===== config.mk =====
export PLATFORM = sky130hd
export DESIGN_NAME = midi_running_status_parser
export DESIGN_NICKNAME = d
export VERILOG_FILES = /design/src/rtl/mrsp_pkg.sv /design/src/rtl/mrsp_beat.sv /design/src/rtl/midi_running_status_parser.sv
export SDC_FILE = /design/constraint.sdc
export NUM_CORES = 1
export LEC_CHECK = 0
export BUFFER_PORTS_ARGS = -buffer_cell sky130_fd_sc_hd__clkbuf_2
export CORE_UTILIZATION = 45
export CTS_CLUSTER_DIAMETER = 50
export DETAILED_ROUTE_END_ITERATION = 6
export GPL_TIMING_DRIVEN = 1
export PLACE_DENSITY = 0.74
export SKIP_LAST_GASP = 1
export SLEW_MARGIN = 15
export SYNTH_ARGS = -nofsm -noshare
export SYNTH_HDL_FRONTEND = slang
export SYNTH_SLANG_ARGS = --single-unit

===== constraint.sdc =====
create_clock -name clk_i -period 6.9 [get_ports clk_i]
set_clock_uncertainty 0.1 [all_clocks]
set_input_delay 1.035 -clock clk_i [delete_from_list [all_inputs] [get_ports clk_i]]
set_output_delay 1.035 -clock clk_i [all_outputs]
set_load 0.02 [all_outputs]

===== src/rtl/mrsp_pkg.sv =====
// Shared types and constants for the MIDI running status parser.
package mrsp_pkg;

  // Kind of a reported event, carried in the output tuser.
  typedef enum logic [2:0] {
    EV_CLOCK    = 3'd0,
    EV_START    = 3'd1,
    EV_STOP     = 3'd2,
    EV_CC       = 3'd3,
    EV_NOTE_ON  = 3'd4,
    EV_NOTE_OFF = 3'd5
  } event_kind_e;

  // Configuration register indexes.
  localparam int CfgIdxW = 1;
  typedef enum logic [CfgIdxW-1:0] {
    CFG_CLOCKS_PER_BEAT = 1'b0,
    CFG_MODE_THRESHOLD  = 1'b1
  } cfg_idx_e;

  localparam int CfgDataW = 8;

  // Register reset values.
  localparam logic [6:0] CpbReset = 7'd24;
  localparam logic [7:0] ThrReset = 8'd120;

  // Real-time bytes of interest; everything at or above RtBase is real-time.
  localparam logic [7:0] RtBase    = 8'hF8;
  localparam logic [7:0] RtClock   = 8'hF8;
  localparam logic [7:0] RtStart   = 8'hFA;
  localparam logic [7:0] RtStop    = 8'hFC;

  // Status high nibbles.
  localparam logic [3:0] NibNoteOff  = 4'h8;
  localparam logic [3:0] NibNoteOn   = 4'h9;
  localparam logic [3:0] NibCtrl     = 4'hB;
  localparam logic [3:0] NibProgram  = 4'hC;
  localparam logic [3:0] NibChPress  = 4'hD;

  // Expected data bytes per message.
  localparam logic [1:0] LenNone = 2'd0;
  localparam logic [1:0] LenOne  = 2'd1;
  localparam logic [1:0] LenTwo  = 2'd2;

  // Status of the beat counter toward the parser.
  typedef struct packed {
    logic busy;   // counter is being reduced after a new beat length
    logic beat;   // the next clock item begins a beat
  } beat_stat_t;

endpackage


===== src/rtl/mrsp_beat.sv =====
// Beat counter for MIDI clock items, with a short reduction pass after a length change.
module mrsp_beat
  import mrsp_pkg::*;
(
  input  logic       clk_i,
  input  logic       rst_ni,
  input  logic       cpb_we_i,
  input  logic [6:0] cpb_data_i,
  input  logic       clock_evt_i,
  output beat_stat_t stat_o
);

  logic [6:0] cpb_q;
  logic [6:0] cnt_q;     // raw counter as the last clock left it
  logic [6:0] red_q;     // counter reduced modulo the beat length
  logic [2:0] step_q;
  logic       busy_q;

  logic [6:0]  cpb_eff;
  logic [13:0] trial;
  logic [6:0]  red_inc;

  // A zero beat length behaves as one.
  assign cpb_eff = (cpb_q == 7'd0) ? 7'd1 : cpb_q;
  assign trial   = {7'd0, cpb_eff} << step_q;
  assign red_inc = red_q + 7'd1;

  // Restoring reduction, one shifted divisor per cycle, then clock counting.
  always_ff @(posedge clk_i or negedge rst_ni) begin
    if (!rst_ni) begin
      cpb_q  <= CpbReset;
      cnt_q  <= 7'd0;
      red_q  <= 7'd0;
      step_q <= 3'd0;
      busy_q <= 1'b0;
    end else if (cpb_we_i) begin
      cpb_q  <= cpb_data_i;
      red_q  <= cnt_q;
      step_q <= 3'd6;
      busy_q <= 1'b1;
    end else if (busy_q) begin
      if ({7'd0, red_q} >= trial) begin
        red_q <= red_q - trial[6:0];
      end
      if (step_q == 3'd0) begin
        busy_q <= 1'b0;
      end else begin
        step_q <= step_q - 3'd1;
      end
    end else if (clock_evt_i) begin
      cnt_q <= red_inc;
      red_q <= (red_inc == cpb_eff) ? 7'd0 : red_inc;
    end
  end

  assign stat_o.busy = busy_q;
  assign stat_o.beat = (red_q == 7'd0);

  // The reduced counter stays below the beat length whenever it is in use.
  assert property (@(posedge clk_i) disable iff (!rst_ni)
    !busy_q |-> (red_q < cpb_eff))
    else $error("beat counter out of range");

  // A new beat length always starts a reduction pass.
  assert property (@(posedge clk_i) disable iff (!rst_ni)
    cpb_we_i |=> busy_q)
    else $error("reduction did not start");

  // The pass ends after its last step.
  assert property (@(posedge clk_i) disable iff (!rst_ni)
    (busy_q && step_q == 3'd0 && !cpb_we_i) |=> !busy_q)
    else $error("reduction did not finish");

  // No clock item is counted during the pass.
  assert property (@(posedge clk_i) disable iff (!rst_ni)
    (busy_q && clock_evt_i && !cpb_we_i) |=> $stable(cnt_q))
    else $error("clock counted while reducing");

endmodule


===== src/rtl/midi_running_status_parser.sv =====
// Top level of the MIDI running status parser: byte decode, message state, result register.
// A result is registered and appears on the output in the cycle after its byte is accepted.
// Throughput: one byte per cycle while the receiver takes results and the beat counter is settled;
// the output register takes a new item as the old one leaves. After a write of clocks_per_beat
// the input stalls while the beat counter is reduced to the new length (one shifted subtract per cycle).
// Reset clears running status, data count, held byte, beat counter and the output valid.
module midi_running_status_parser
  import mrsp_pkg::*;
(
  input  logic                clk_i,
  input  logic                rst_ni,
  input  logic                s_axis_tvalid,
  output logic                s_axis_tready,
  input  logic [7:0]          s_axis_tdata,   // [7:0] rx_byte
  output logic                m_axis_tvalid,
  input  logic                m_axis_tready,
  output logic [23:0]         m_axis_tdata,   // [0] beat_pulse, [4:1] channel,
                                              // [11:5] first_value, [18:12] second_value
  output logic [2:0]          m_axis_tuser,   // [2:0] event_kind
  input  logic                cfg_we_i,
  input  logic [CfgIdxW-1:0]  cfg_idx_i,
  input  logic [CfgDataW-1:0] cfg_data_i
);

  logic [7:0] status_q;
  logic [1:0] didx_q, didx_d;
  logic [1:0] mlen_q, mlen_d;
  logic [6:0] held_q, held_d;
  logic [7:0] thr_q;

  logic        out_valid_q;
  event_kind_e out_kind_q;
  logic        out_beat_q;
  logic [3:0]  out_chan_q;
  logic [6:0]  out_v1_q;
  logic [6:0]  out_v2_q;

  logic        ev_valid;
  event_kind_e ev_kind;
  logic        ev_beat;
  logic [3:0]  ev_chan;
  logic [6:0]  ev_v1;
  logic [6:0]  ev_v2;
  logic [7:0]  status_d;

  logic       accept;
  logic       cpb_we;
  logic       clock_evt;
  logic       idx;
  beat_stat_t beat_stat;
  logic [7:0] b;

  assign b      = s_axis_tdata;
  assign cpb_we = cfg_we_i && (cfg_idx_i == CFG_CLOCKS_PER_BEAT);

  // Take a byte when the result register is free or draining and the counter is settled and not being rewritten.
  assign s_axis_tready = !beat_stat.busy && !cpb_we && (!out_valid_q || m_axis_tready);
  assign accept        = s_axis_tvalid && s_axis_tready;
  assign clock_evt     = accept && (b == RtClock);

  mrsp_beat u_beat (
    .clk_i      (clk_i),
    .rst_ni     (rst_ni),
    .cpb_we_i   (cpb_we),
    .cpb_data_i (cfg_data_i[6:0]),
    .clock_evt_i(clock_evt),
    .stat_o     (beat_stat)
  );

  // Position of this data byte within its message.
  assign idx = (mlen_q == LenTwo) && didx_q[0];

  // Decode one byte against the message state.
  always_comb begin
    ev_valid = 1'b0;
    ev_kind  = EV_CLOCK;
    ev_beat  = 1'b0;
    ev_chan  = 4'd0;
    ev_v1    = 7'd0;
    ev_v2    = 7'd0;
    status_d = status_q;
    didx_d   = didx_q;
    mlen_d   = mlen_q;
    held_d   = held_q;
    if (b[7]) begin
      if (b >= RtBase) begin
        case (b)
          RtClock: begin
            ev_valid = 1'b1;
            ev_kind  = EV_CLOCK;
            ev_beat  = beat_stat.beat;
          end
          RtStart: begin
            ev_valid = 1'b1;
            ev_kind  = EV_START;
          end
          RtStop: begin
            ev_valid = 1'b1;
            ev_kind  = EV_STOP;
          end
          default: ev_valid = 1'b0;
        endcase
      end else begin
        status_d = b;
        didx_d   = 2'd0;
        mlen_d   = (b[7:4] == NibProgram || b[7:4] == NibChPress) ? LenOne : LenTwo;
      end
    end else if (mlen_q != LenNone) begin
      if (!idx) begin
        held_d = b[6:0];
      end
      didx_d = {1'b0, idx} + 2'd1;
      if (idx) begin
        ev_chan = status_q[3:0];
        ev_v1   = held_q;
        ev_v2   = b[6:0];
        case (status_q[7:4])
          NibCtrl: begin
            ev_valid = ({1'b0, held_q} < thr_q);
            ev_kind  = EV_CC;
          end
          NibNoteOn: begin
            ev_valid = 1'b1;
            ev_kind  = EV_NOTE_ON;
          end
          NibNoteOff: begin
            ev_valid = 1'b1;
            ev_kind  = EV_NOTE_OFF;
          end
          default: ev_valid = 1'b0;
        endcase
      end
    end
  end

  // Message state and threshold register.
  always_ff @(posedge clk_i or negedge rst_ni) begin
    if (!rst_ni) begin
      status_q <= 8'd0;
      didx_q   <= 2'd0;
      mlen_q   <= LenNone;
      held_q   <= 7'd0;
      thr_q    <= ThrReset;
    end else begin
      if (cfg_we_i && cfg_idx_i == CFG_MODE_THRESHOLD) begin
        thr_q <= cfg_data_i;
      end
      if (accept) begin
        status_q <= status_d;
        didx_q   <= didx_d;
        mlen_q   <= mlen_d;
        held_q   <= held_d;
      end
    end
  end

  // Result register.
  always_ff @(posedge clk_i or negedge rst_ni) begin
    if (!rst_ni) begin
      out_valid_q <= 1'b0;
    end else if (accept) begin
      out_valid_q <= ev_valid;
    end else if (m_axis_tready) begin
      out_valid_q <= 1'b0;
    end
  end

  always_ff @(posedge clk_i) begin
    if (accept) begin
      out_kind_q <= ev_kind;
      out_beat_q <= ev_beat;
      out_chan_q <= ev_chan;
      out_v1_q   <= ev_v1;
      out_v2_q   <= ev_v2;
    end
  end

  assign m_axis_tvalid = out_valid_q;
  assign m_axis_tuser  = out_kind_q;
  assign m_axis_tdata  = {5'd0, out_v2_q, out_v1_q, out_chan_q, out_beat_q};

endmodule


==> metrics.yaml <==
cap_violations: 0
drt_wl_total_um: 9120
combPwrFrac: 0.423
cp-startpoint: "u_beat.cpb_q[1]$_DFFE_PN0P_"
grt_pass1_vias: 3245
internal-power_w: 0.00111
die_area_sq_um: 9840
hold_viol_final: 0
drt_iter0_drc: 222
synth_ff_type: "dfrtp_1"
drc: 0
fin_cells: 582
place_congestion: 0.927
io_buffers: 45
vdd_drop_max_mv: 0.286
rsz0062_at_grt: "false"
switching_power_w: 0.000764
numCtsBuffers: 9
layout-drive-gt1-share: 0.214
start_util: 0.462
clock_latency_ns: 0.35
wl_per_cell_um: 15.7
placed_cell_area_sq_um: 4520
cts_tree: "built"
use_met2: 0.345
final_common_cell: "nand2_1"
async_flop_share: 0.703
clock_power_share: 0.187
reg2reg_slack_ns: 2.67
nNetsFinal: 506
ctsRootBufferMaster: "clkbuf_8"
pwr_density_cell_nw_per_um2: 396
antennaDiodeCount: 0
layout_common_cells: "nand2_1 (48), dfrtp_1 (46), clkbuf_2 (45)"
placementRows: 35
r2r_end: "u_beat.red_q[0]$_DFFE_PN0P_"
tns_ns: 0
cp.required_ns: 7.05
period_share: 0.613
clockBufferDepth: 2
min_path_type: "flop to flop"
postCtsHoldBufs: 0
worstPathMaxFanout: 13
synth.cell_area_sq_um: 4250
grt_first_pass_wirelength_um: 15400
drt_first_pass_iters: 4
p_leak_nw: 2.12
critical_path_class: "flop to flop"
grt_overflow_total: 0
clock-sinks: 74
status: "completed"
grt_use_met1: 0.237
ys_ff_latch: 74
rr_worst_depth: 14
antenna_found_initial: 0
via_per_inst: 5.70
syn-instance-count: 432
post_cts_buffers: 0
fillCellCount: 834
die_h_um: 99.2
hpwl_um: 6610
synth_edf_count: 22
final_area_sq_um: 4730
cp-endpoint: "u_beat.red_q[0]$_DFFE_PN0P_"
synth_cell_types: 64
seqPwrFrac: 0.390
worst_setup_path_start_kind: "flop"
switching_share: 0.408
core-area_sq_um: 9200
area_growth_syn_to_layout_pct: 11.2
clkTransAtPathRegs_ns: 0.09
relSlewSlack: 0.259
syn_area_per_cell_sq_um: 9.84
post_cts_resized: 0
vias: 3316
gr-max-usage-layer: "met2"
finalSetupViolations: 0
setup.worst_path.end_class: "flop"
io_pins: 51
dp_cells: 566
grtUsageMet3: 0.0471
period_needed_ns: 4.23
antenna_left: 0
synth_seq_area_share: 0.463
cp.arrival_ns: 4.38
track_usage: 0.197
fmax_ghz: 0.237
htreeDepth: 3
die_w_um: 99.2
drv_slew: 0
grt_max_degree: 53
synth-warning-count: 0
timing.rr.start: "u_beat.cpb_q[1]$_DFFE_PN0P_"
worst-slew-pin-transition_ns: 1.11
[state kept, by name, summed over array words and instances, names as in the netlist, 2 cells and up]
signal,flops
held_q,7
out_v1_q,7
status_q,8
u_beat.red_q,7
u_beat.cpb_q,7
u_beat.step_q,3
u_beat.cnt_q,7
m_axis_tuser,3
mlen_q,2
out_chan_q,4
out_v2_q,7
thr_q,8
[routing by layer]
| layer | share of wire | vias up |
|---|---|---|
| li1 | - | 1601 |
| met1 | 0.44 | 1588 |
| met2 | 0.49 | 107 |
| met3 | 0.054 | 20 |
| met4 | 0.020 | 0 |
| met5 | 0 | - |
[Yosys cell counts, drive strengths merged, types with 5 or more instances]
cell type / instances / area (sq um)
edfxtp: 22 / 661
nor2: 34 / 130
dfstp: 6 / 158
a21oi: 27 / 135
buf: 9 / 58.8
dfrtp: 46 / 1150
o21ai: 13 / 65.1
nand2b: 8 / 50.1
nand3: 10 / 50.1
nor2b: 7 / 43.8
mux2: 20 / 225
and2: 22 / 138
clkbuf: 20 / 75.1
ha: 17 / 213
nor3: 10 / 50.1
mux2i: 5 / 50.1
xor2: 5 / 43.8
inv: 19 / 71.3
a21o: 5 / 37.5
nand2: 48 / 180
a211oi: 6 / 45.0
[area by class of cell]
class	count	area, sq um	share of cell area
Clock buffer	9	124	0.0262
Clock inverter	7	82.6	0.0175
Inverter	20	75.1	0.0159
Multi-Input combinational cell	313	2090	0.442
Sequential cell	74	1970	0.417
Tap cell	111	139	0.0294
Timing Repair Buffer	48	248	0.0524
[logic make-up after synthesis]
kind of cell / after synthesis / synth area share
AOI/OAI and AO/OA: 94 / 0.153
xor gates and xnor gates: 9 / 0.0185
adders and majority gates: 18 / 0.0547
buffers and inverters: 49 / 0.0491
DFF: 74 / 0.463
muxes: 25 / 0.0647
other: 1 / 0.000882
and+or+nand+nor: 162 / 0.195
[power groups by stage]
stage	Sequential, W	Clock [W]	Combinational, W
after floorplan	0.000659	0	0.000663
after global placement	0.000726	0	0.000761
after detailed placement	0.000734	0	0.000785
after CTS	0.000726	0.000363	0.000791
after global routing	0.000749	0.000380	0.000891
final	0.000730	0.000350	0.000792
[worst max-delay path, cell delays in order (launching register included)]
cell	delay, ns
dfrtp_1	0.47
or4_4	0.57
nor2_1	0.16
nor2_1	0.11
nor2_1	0.09
a21oi_1	0.08
a211o_1	0.32
ha_1	0.33
o21ai_0	0.16
a21oi_1	0.07
o21ai_0	0.29
nand3_1	0.12
a31oi_1	0.84
a2111oi_0	0.16
a311oi_1	0.25
[stage by stage]
stage          setup WS, ns  hold WS [ns]  power, W   util
2_1_floorplan          2.90         0.335   0.00132      -
3_3_place_gp           3.01         0.354   0.00149  0.491
3_5_place_dp           2.70         0.355   0.00152  0.491
4_1_cts                2.70         0.377   0.00188  0.514
5_1_grt                2.33         0.409   0.00202  0.514
6_report               2.67         0.373   0.00187  0.514
[worst min-delay path by stage]
stage	from	endpoint	cells past startpoint
after CTS	status_q[1]$_DFFE_PN0P_	status_q[1]$_DFFE_PN0P_	2
final	status_q[1]$_DFFE_PN0P_	status_q[1]$_DFFE_PN0P_	2
after global placement	status_q[0]$_DFFE_PN0P_	status_q[0]$_DFFE_PN0P_	2
after floorplan	status_q[7]$_DFFE_PN0P_	status_q[7]$_DFFE_PN0P_	1
after global routing	status_q[1]$_DFFE_PN0P_	status_q[1]$_DFFE_PN0P_	2
after detailed placement	status_q[1]$_DFFE_PN0P_	status_q[1]$_DFFE_PN0P_	2
Note: power is estimated with default switching activity, not from simulation.
